===== config.mk =====
export PLATFORM = sky130hd
export DESIGN_NAME = cascaded_history_averager
export DESIGN_NICKNAME = d
export VERILOG_FILES = /design/src/rtl/chavg_pkg.sv /design/src/rtl/chavg_divider.sv /design/src/rtl/cascaded_history_averager.sv
export SDC_FILE = /design/constraint.sdc
export NUM_CORES = 1
export LEC_CHECK = 0
export ABC_AREA = 1
export BUFFER_PORTS_ARGS = -buffer_cell sky130_fd_sc_hd__buf_2
export CAP_MARGIN = 5
export CORE_MARGIN = 4
export CORE_UTILIZATION = 30
export DETAILED_ROUTE_END_ITERATION = 10
export PLACE_DENSITY = 0.45
export SYNTH_ARGS = -nofsm -noshare
export SYNTH_HDL_FRONTEND = slang
export SYNTH_SLANG_ARGS = --single-unit

===== constraint.sdc =====
create_clock -name clock -period 7.6 [get_ports clock]
set_clock_uncertainty 0.2 [all_clocks]
set_input_delay 0.76 -clock clock [delete_from_list [all_inputs] [get_ports clock]]
set_output_delay 0.76 -clock clock [all_outputs]
set_load 0.02 [all_outputs]

===== src/rtl/chavg_pkg.sv =====
// Shared widths, defaults and types of the cascaded history averager.
`default_nettype none

package chavg_pkg;

   localparam int ADC_W                 = 12;
   localparam int TEMP_W                = 19;
   localparam int HISTORY_DEPTH_DEFAULT = 8;

   typedef enum logic [3:0] {
      ST_IDLE   = 4'b0001,
      ST_READ   = 4'b0010,
      ST_DIVIDE = 4'b0100,
      ST_FINISH = 4'b1000
   } state_type;

   typedef struct packed {
      logic [ADC_W-1:0]         adc;
      logic signed [TEMP_W-1:0] temp;
   } hist_entry_type;

endpackage

`default_nettype wire


===== src/rtl/chavg_divider.sv =====
// Restoring unsigned divider that produces one quotient bit per cycle.
`default_nettype none

module chavg_divider #(
   parameter int W  = 23,
   parameter int DW = 4
) (
   input  wire logic          clock,
   input  wire logic          reset,
   input  wire logic          start,
   input  wire logic [W-1:0]  dividend,
   input  wire logic [DW-1:0] divisor,
   output logic               done,
   output logic [W-1:0]       quotient
);
   import chavg_pkg::*;

   localparam int CW = $clog2(W + 1);

   logic          busy_ff, busy_in;
   logic          done_ff, done_in;
   logic [CW-1:0] count_ff, count_in;
   logic [DW-1:0] rem_ff, rem_in;
   logic [W-1:0]  quo_ff, quo_in;
   logic [DW-1:0] div_ff, div_in;
   logic [DW:0]   shifted;
   logic [DW:0]   diff;

   always_comb begin
      busy_in  = busy_ff;
      done_in  = 1'b0;
      count_in = count_ff;
      rem_in   = rem_ff;
      quo_in   = quo_ff;
      div_in   = div_ff;
      shifted  = {rem_ff, quo_ff[W-1]};
      diff     = shifted - {1'b0, div_ff};
      if (start) begin
         busy_in  = 1'b1;
         count_in = '0;
         rem_in   = '0;
         quo_in   = dividend;
         div_in   = divisor;
      end else if (busy_ff) begin
         if (shifted >= {1'b0, div_ff}) begin
            rem_in = diff[DW-1:0];
            quo_in = {quo_ff[W-2:0], 1'b1};
         end else begin
            rem_in = shifted[DW-1:0];
            quo_in = {quo_ff[W-2:0], 1'b0};
         end
         count_in = count_ff + 1'b1;
         if (count_ff == CW'(W - 1)) begin
            busy_in = 1'b0;
            done_in = 1'b1;
         end
      end
   end

   always_ff @(posedge clock) begin
      if (reset) begin
         busy_ff  <= 1'b0;
         done_ff  <= 1'b0;
         count_ff <= '0;
      end else begin
         busy_ff  <= busy_in;
         done_ff  <= done_in;
         count_ff <= count_in;
      end
      rem_ff <= rem_in;
      quo_ff <= quo_in;
      div_ff <= div_in;
   end

   assign done     = done_ff;
   assign quotient = quo_ff;

endmodule

`default_nettype wire


===== src/rtl/cascaded_history_averager.sv =====
// Top level of the cascaded history averager: sequencer, history memory and accumulators.
// Each request beat carries a converter code and a signed temperature with 8 fraction bits;
// the block adds them to every stored past average, divides both sums by the number of
// terms with truncation toward zero, returns the two averages as one response beat and
// stores them in a circular history of HISTORY_DEPTH entries. One item at a time is
// processed: after acceptance, the history is read one entry a cycle through the single
// read port and summed, both sums then pass through the one-bit-per-cycle dividers, and
// the averages are written back once the output register is free. A new request is taken
// while a finished response still waits in the output register.
`default_nettype none

module cascaded_history_averager #(
   parameter int HISTORY_DEPTH = chavg_pkg::HISTORY_DEPTH_DEFAULT
) (
   input  wire logic                                clock,
   input  wire logic                                reset,
   input  wire logic                                req_valid,
   output logic                                     req_ready,
   input  wire logic [chavg_pkg::ADC_W-1:0]         req_adc_code,
   input  wire logic signed [chavg_pkg::TEMP_W-1:0] req_temp_sample,
   output logic                                     rsp_valid,
   input  wire logic                                rsp_ready,
   output logic [chavg_pkg::ADC_W-1:0]              rsp_adc_average,
   output logic signed [chavg_pkg::TEMP_W-1:0]      rsp_temp_average
);
   import chavg_pkg::*;

   localparam int PW    = (HISTORY_DEPTH > 1) ? $clog2(HISTORY_DEPTH) : 1;
   localparam int CNTW  = $clog2(HISTORY_DEPTH + 1);
   localparam int TERMW = $clog2(HISTORY_DEPTH + 2);
   localparam int SUMX  = $clog2(HISTORY_DEPTH + 1);
   localparam int AW    = ADC_W + SUMX;
   localparam int TW    = TEMP_W + SUMX;

   state_type      state_ff, state_in;
   logic [PW-1:0]  wp_ff, wp_in;
   logic [CNTW-1:0] cnt_ff, cnt_in;
   logic [CNTW-1:0] rd_idx_ff, rd_idx_in;
   logic           rd_pend_ff, rd_pend_in;
   logic [AW-1:0]  adc_acc_ff, adc_acc_in;
   logic [TW-1:0]  temp_acc_ff, temp_acc_in;
   logic           temp_neg_ff, temp_neg_in;
   logic           rsp_valid_ff, rsp_valid_in;
   logic [ADC_W-1:0] rsp_adc_ff, rsp_adc_in;
   logic [TEMP_W-1:0] rsp_temp_ff, rsp_temp_in;

   hist_entry_type mem [HISTORY_DEPTH];
   hist_entry_type rd_data_ff;
   hist_entry_type wr_data;
   logic           rd_en;
   logic           wr_en;

   logic           div_start;
   logic           adc_div_done;
   logic           temp_div_done;
   logic [TW-1:0]  adc_dividend;
   logic [TW-1:0]  temp_dividend;
   logic [TERMW-1:0] divisor;
   logic [TW-1:0]  adc_quo;
   logic [TW-1:0]  temp_quo;
   logic [TW-1:0]  temp_signed_quo;
   logic           rsp_free;

   assign rsp_free      = !rsp_valid_ff || rsp_ready;
   assign adc_dividend  = {{(TW - AW){1'b0}}, adc_acc_ff};
   assign temp_dividend = temp_acc_ff[TW-1] ? (~temp_acc_ff + 1'b1) : temp_acc_ff;
   assign divisor       = TERMW'(cnt_ff) + 1'b1;
   assign temp_signed_quo = temp_neg_ff ? (~temp_quo + 1'b1) : temp_quo;
   assign wr_data.adc   = adc_quo[ADC_W-1:0];
   assign wr_data.temp  = temp_signed_quo[TEMP_W-1:0];

   always_comb begin
      state_in     = state_ff;
      wp_in        = wp_ff;
      cnt_in       = cnt_ff;
      rd_idx_in    = rd_idx_ff;
      rd_pend_in   = 1'b0;
      adc_acc_in   = adc_acc_ff;
      temp_acc_in  = temp_acc_ff;
      temp_neg_in  = temp_neg_ff;
      rsp_valid_in = rsp_valid_ff && !rsp_ready;
      rsp_adc_in   = rsp_adc_ff;
      rsp_temp_in  = rsp_temp_ff;
      rd_en        = 1'b0;
      wr_en        = 1'b0;
      div_start    = 1'b0;
      req_ready    = 1'b0;
      unique case (state_ff)
         ST_IDLE: begin
            req_ready = 1'b1;
            if (req_valid) begin
               adc_acc_in  = {{SUMX{1'b0}}, req_adc_code};
               temp_acc_in = {{SUMX{req_temp_sample[TEMP_W-1]}}, req_temp_sample};
               rd_idx_in   = '0;
               state_in    = ST_READ;
            end
         end
         ST_READ: begin
            if (rd_idx_ff < cnt_ff) begin
               rd_en      = 1'b1;
               rd_idx_in  = rd_idx_ff + 1'b1;
               rd_pend_in = 1'b1;
            end
            if (rd_pend_ff) begin
               adc_acc_in  = adc_acc_ff + {{SUMX{1'b0}}, rd_data_ff.adc};
               temp_acc_in = temp_acc_ff
                           + {{SUMX{rd_data_ff.temp[TEMP_W-1]}}, rd_data_ff.temp};
            end else if (rd_idx_ff == cnt_ff) begin
               div_start   = 1'b1;
               temp_neg_in = temp_acc_ff[TW-1];
               state_in    = ST_DIVIDE;
            end
         end
         ST_DIVIDE: begin
            if (adc_div_done && temp_div_done) begin
               state_in = ST_FINISH;
            end
         end
         ST_FINISH: begin
            if (rsp_free) begin
               wr_en        = 1'b1;
               rsp_valid_in = 1'b1;
               rsp_adc_in   = wr_data.adc;
               rsp_temp_in  = wr_data.temp;
               wp_in        = (wp_ff == PW'(HISTORY_DEPTH - 1)) ? '0 : wp_ff + 1'b1;
               if (cnt_ff != CNTW'(HISTORY_DEPTH)) begin
                  cnt_in = cnt_ff + 1'b1;
               end
               state_in = ST_IDLE;
            end
         end
         default: begin
            state_in = ST_IDLE;
         end
      endcase
   end

   always_ff @(posedge clock) begin
      if (reset) begin
         state_ff     <= ST_IDLE;
         wp_ff        <= '0;
         cnt_ff       <= '0;
         rd_idx_ff    <= '0;
         rd_pend_ff   <= 1'b0;
         rsp_valid_ff <= 1'b0;
      end else begin
         state_ff     <= state_in;
         wp_ff        <= wp_in;
         cnt_ff       <= cnt_in;
         rd_idx_ff    <= rd_idx_in;
         rd_pend_ff   <= rd_pend_in;
         rsp_valid_ff <= rsp_valid_in;
      end
      adc_acc_ff  <= adc_acc_in;
      temp_acc_ff <= temp_acc_in;
      temp_neg_ff <= temp_neg_in;
      rsp_adc_ff  <= rsp_adc_in;
      rsp_temp_ff <= rsp_temp_in;
   end

   always_ff @(posedge clock) begin
      if (rd_en) begin
         rd_data_ff <= mem[rd_idx_ff[PW-1:0]];
      end
   end

   always_ff @(posedge clock) begin
      if (wr_en) begin
         mem[wp_ff] <= wr_data;
      end
   end

   chavg_divider #(
      .W  (TW),
      .DW (TERMW)
   ) u_div_adc (
      .clock    (clock),
      .reset    (reset),
      .start    (div_start),
      .dividend (adc_dividend),
      .divisor  (divisor),
      .done     (adc_div_done),
      .quotient (adc_quo)
   );

   chavg_divider #(
      .W  (TW),
      .DW (TERMW)
   ) u_div_temp (
      .clock    (clock),
      .reset    (reset),
      .start    (div_start),
      .dividend (temp_dividend),
      .divisor  (divisor),
      .done     (temp_div_done),
      .quotient (temp_quo)
   );

   assign rsp_valid        = rsp_valid_ff;
   assign rsp_adc_average  = rsp_adc_ff;
   assign rsp_temp_average = rsp_temp_ff;

endmodule

`default_nettype wire

* After elaboration in Yosys (flattened, before gate mapping)
Memory sizes are Yosys's and may differ from the RTL's. A register that Yosys moved wholly into a read port is not among the register bits.
Index checks and enable logic that the tools add are counted.
** Word-level totals
- Flip-flop bits (word level) :: 160
- Latch bits :: 0
- RAM bits :: 248
- Bits in read-only memories :: 0
- Input port bits :: 35
- Output and inout bits :: 33
- Logic and storage cells :: 122
- Memories kept :: 1
** Memories
- mem :: words 8, bits a word 31, rd ports 1, clocked after Yosys merged registers in 1, wr ports 1, line cascaded_history_averager.sv:47 : hist_entry_type mem [HISTORY_DEPTH];
** Cells by class
- Add/sub/neg operators :: 11
- Multiply operators :: 0
- Divide/modulo/power cells :: 0
- Magnitude comparators :: 3
- Equality and inequality tests :: 16
- Shifts and indexed selects :: 0
- Muxes and demuxes :: 46
- Bitwise logic cells :: 5
- Reductions and logical operators :: 17
** Operators with widths (count)
- $mux 23 :: 5
- $mux 16 :: 4
- $pmux 23 s2 :: 1
- $mux 4 :: 9
- $pmux 16 s2 :: 1
- $add 23x1->23 const B :: 1
- $add 23x23->23 :: 1
- $not 23->23 :: 1
- $mux 1 :: 22
- $add 19x1->19 const B :: 1
- $mux 19 :: 1
- $not 19->19 :: 1
- $add 16x12->16 :: 1
- $pmux 4 s4 :: 1
- $ne 2x2->1 const B :: 7
- $reduce_and 3->1 :: 4
- $add 5x1->5 const B :: 2
- $eq 5x5->1 const B :: 2
- $ge 5x4->1 :: 2
- $add 4x1->4 const B :: 2
- $pmux 4 s2 :: 1
- $sub 4x4->4 :: 2
- $reduce_bool 2->1 :: 3
- $reduce_or 3->1 :: 2
- other kinds (17) :: 21

* Logic depth before layout (Yosys ltp)
- Word-level depth :: 6
- Depth in mapped cells :: 14
- Depth with buffers taken out :: 13

* Cells and area by module
A second synthesis with hierarchy kept.
** Unflattened totals
- Cell total of the unflattened synthesis :: 2082
- Area total of the unflattened synthesis :: 20746.1 µm²
** Modules (own cells, without submodules)
- cascaded_history_averager :: instances 1, cells each 1706, area each 17222.8 µm², sequential area each 10850.4 µm²
- chavg_divider :: instances 2, cells each 188, area each 1761.7 µm², sequential area each 1031.0 µm²

* Least setup slack after synthesis
No wires, ideal clock.
- Path kind :: input to register
- Start point :: input rsp_ready
- End point :: memory mem[6][0] (netlist name), enable pin
- Library setup time :: 0.458 ns
- Arrival :: 3.737 ns
- Data required time :: 6.942 ns
- Path slack :: 3.205 ns
- Cell stages on the path :: 6
- Path buffers :: 0
- Cell sequence :: nor2_1 inv_1 nand2_2 inv_2 nand2_1 nor3_1
** On the way
- Longest elaborated chain between the ends :: 5
** RTL lines
- start: declaration :: line cascaded_history_averager.sv:22 : input wire logic rsp_ready,
- $logic_or 1x1->1 :: line cascaded_history_averager.sv:64 : assign rsp_free = !rsp_valid_ff || rsp_ready;
- $mux 1 :: line cascaded_history_averager.sv:120 : if (rsp_free) begin
- $mux 1 :: line cascaded_history_averager.sv:88 : unique case (state_ff)
- net wr_en :: line cascaded_history_averager.sv:51 : logic wr_en;
- $mux 1 :: line cascaded_history_averager.sv:168 : if (wr_en) begin
- $mux 1 (not written as such) :: line cascaded_history_averager.sv:169 : mem[wp_ff] <= wr_data;
- end: declaration :: line cascaded_history_averager.sv:47
The timed path passes the listed nets, and every way through them passes these cells.

* Final worst setup path
- Start point :: register rd_idx_ff[0]
- End point :: register u_div_adc.quo_ff[12], in the netlist u_div_adc.quotient[12], enable pin
** On the way
- Longest elaborated chain between the ends :: 5
** RTL lines
- start: declaration :: line cascaded_history_averager.sv:38 : logic [CNTW-1:0] rd_idx_ff, rd_idx_in;
- start signal: assignment :: line cascaded_history_averager.sv:150 : rd_idx_ff <= rd_idx_in;
- $eq 4x4->1 :: line cascaded_history_averager.sv:108 : end else if (rd_idx_ff == cnt_ff) begin
- $mux 1 :: line cascaded_history_averager.sv:108
- $mux 1 :: line cascaded_history_averager.sv:104 : if (rd_pend_ff) begin
- $mux 1 :: line cascaded_history_averager.sv:88
- $reduce_bool 2->1 (no line)
- end signal: assignment :: line chavg_divider.sv:71 : quo_ff <= quo_in;
- end: declaration :: line chavg_divider.sv:24 : logic [W-1:0] quo_ff, quo_in;
No other way between the ends.
A chain may end at the register's enable or synchronous reset.

==> results.yml <==
run_status:
  status: "finished, final reports clean"
route:
  first_pass_iters: 5
  wl_per_cell_um: 18.1
  drt_iter0_drc: 1210
  vias: 14300
  drc_errors: 0
  postRouteAntennaNets: 0
  via_per_inst: 4.77
  routed_wl_um: 54400
die:
  start_util_pct: 30.3
  rows: 95
  core-area_sq_um: 67400
  pin_count: 68
  die_h_um: 269
  die_area_sq_um: 72400
  chipWidth_um: 269
global_route:
  busiest_layer: "met2"
  track_usage_pct: 14.8
  grt_pass1_vias: 13800
  antenna_found_initial: 0
  use_met3_pct: 2.44
  grt_max_degree: 77
  use_met2_pct: 22.9
  grt_overflow: 0
  grt_pass1_wl_um: 82900
  met1_usage_pct: 21.9
sta:
  worst_pin_slew_ns: 1.26
  min_period_ns: 4.20
  max-slew-margin-rel_pct: 14.9
  hold_viol_final: 0
  drv_slew: 0
  fin_setup_tns_ns: 0
  hold_ws_ns: 0.252
  finalCritPeriodShare_pct: 55.2
  fmax_mhz: 238
  setup_viol: 0
  rsz0062_at_grt: "no"
synth:
  syn_area_per_cell_sq_um: 10.1
  synth_ff_type: "edfxtp_1"
  synthArstFlopShare_pct: 0
  syn_inst: 2024
  syn_nets: 2120
  synth_cell_types: 44
  synth-edff-count: 393
  yosysSeqAreaShare_pct: 62.2
  synthesis.area_sq_um: 20400
  yosysWarnings: 0
  ys_ff_latch: 439
final_layout:
  final_cell_mix: "nand2_1 (397), edfxtp_1 (393), nor2_1 (327)"
  final_common_cell: "nand2_1"
  drive_gt1_share_pct: 9.51
  area_growth_pct: 14.2
  fin_nets: 2184
  fillers: 6716
  final_util_pct: 34.6
critical_path:
  cp-end-kind: "flop"
  critical_path_arrival_ns: 4.21
  path_class: "reg -> reg"
  crit_path_max_fanout: 62
  startpoint_type: "flop"
  critPathRequiredTime_ns: 7.61
cts:
  cts_resized: 0
  hold_buffers: 0
  cts_root_buf: "clkbuf_16"
  cts_tree: "yes"
  numCtsBuffers: 49
  cts_buffer_depth: 3
  cts.sinks: 439
  htree_levels: 2
  clk_latency_ns: 0.58
  post_cts_buffers: 0
  path_clk_slew_ns: 0.06
place:
  hpwlAfterDp_um: 36200
  io_buffers: 67
  finalWeightedCongestion: 0.871
power_and_ir_drop:
  power_density_nw_per_um2: 346
  finalPower_mw: 8.08
  peakVddDrop_mv: 0.175
  leakagePower_nw: 8.88
job:
  cap_violations: 0
min_path:
  hold_class: "in -> reg"
[layer usage]
metal / routed length, um / vias to the layer above / part of all wire [%]
li1: - / 7048 / -
met1: 27000 / 6933 / 50
met2: 23900 / 278 / 44
met3: 2510 / 55 / 4.6
met4: 989 / 0 / 1.8
met5: 0 / - / 0
[metrics by stage]
| step | cell area, sq um | std cells | setup slack [ns] |
|---|---|---|---|
| after floorplan | 20400 | 2024 | 3.20 |
| after global placement | 21700 | 2910 | 3.41 |
| after detailed placement | 21700 | 2910 | 3.37 |
| after CTS | 23300 | 2998 | 3.35 |
| after global routing | 23300 | 2998 | 3.06 |
| final | 23300 | 2999 | 3.40 |
[power by group]
part | internal, mW | leakage (nW) | switching (mW)
Clock | 1.43 | 0.796 | 0.981
Sequential | 3.10 | 3.94 | 0.325
Combinational | 0.700 | 4.14 | 1.55
Total | 5.23 | 8.88 | 2.85
[final cells by class]
cell class,count,area (sq um),share of cell area (%)
clock inverters,33,364,1.56
repair buffers,81,440,1.89
multi-input cells,1338,6780,29.1
flip-flops and latches,439,12700,54.5
diodes,1,2.50,0.0107
clock buffers,55,1260,5.39
well taps,873,1090,4.68
inverters,179,674,2.89
[kinds of logic after synthesis]
logic type / count (synthesis) / synth area share [%]
flops: 439 / 62.2
compound gates: 338 / 8.95
fa+ha+maj: 61 / 3.88
xor+xnor: 50 / 2.14
simple gates: 889 / 17.9
buf+inv: 247 / 4.90
[synth_stat cells, drive strengths merged, types with 34 or more instances]
| cell | n | area, sq um |
|---|---|---|
| nand3 | 91 | 468 |
| buf | 37 | 211 |
| edfxtp | 393 | 11800 |
| o22ai | 37 | 231 |
| ha | 57 | 713 |
| a21oi | 58 | 290 |
| nand2 | 407 | 1560 |
| o21ai | 196 | 988 |
| dfxtp | 46 | 921 |
| nor2 | 339 | 1290 |
| a31oi | 34 | 213 |
| inv | 177 | 664 |
[worst max-delay path, stage by stage, from the launching register on]
cell	delay, ns
dfxtp_4	0.75
clkinv_2	0.74
ha_1	0.55
nand2_1	0.05
nor2_1	0.14
nand2_1	0.14
nor2_4	0.15
buf_4	0.43
nor2_1	0.19
inv_2	0.40
[worst paths after layout]
path	slack, ns	depth (start not counted)	start	endpoint
max reg2reg	3.40	9	rd_idx_ff[0]$_SDFFE_PP0P_	u_div_adc.quotient[12]$_DFFE_PP_
max	3.40	9	rd_idx_ff[0]$_SDFFE_PP0P_	u_div_adc.quotient[12]$_DFFE_PP_
min reg2reg	0.26	2	u_div_adc.rem_ff[3]$_SDFFE_PP0P_	u_div_adc.rem_ff[3]$_SDFFE_PP0P_
min	0.25	3	req_adc_code[11]	adc_acc_ff[11]$_DFFE_PP_
[state kept, by name, indices dropped and copies added (netlist names), 3 cells and up]
| signal | flops |
|---|---|
| u_div_adc.rem_ff | 4 |
| rd_idx_ff | 4 |
| rd_data_ff | 31 |
| temp_acc_ff | 23 |
| wp_ff | 3 |
| u_div_adc.count_ff | 5 |
| u_div_temp.count_ff | 5 |
| u_div_temp.rem_ff | 4 |
| rsp_temp_average | 19 |
| rsp_adc_average | 12 |
| adc_acc_ff | 16 |
| mem | 248 |
| u_div_temp.div_ff | 4 |
| u_div_adc.quotient | 23 |
| state_ff | 4 |
| cnt_ff | 4 |
| u_div_temp.quotient | 23 |
(Power assumes the default switching activity.)
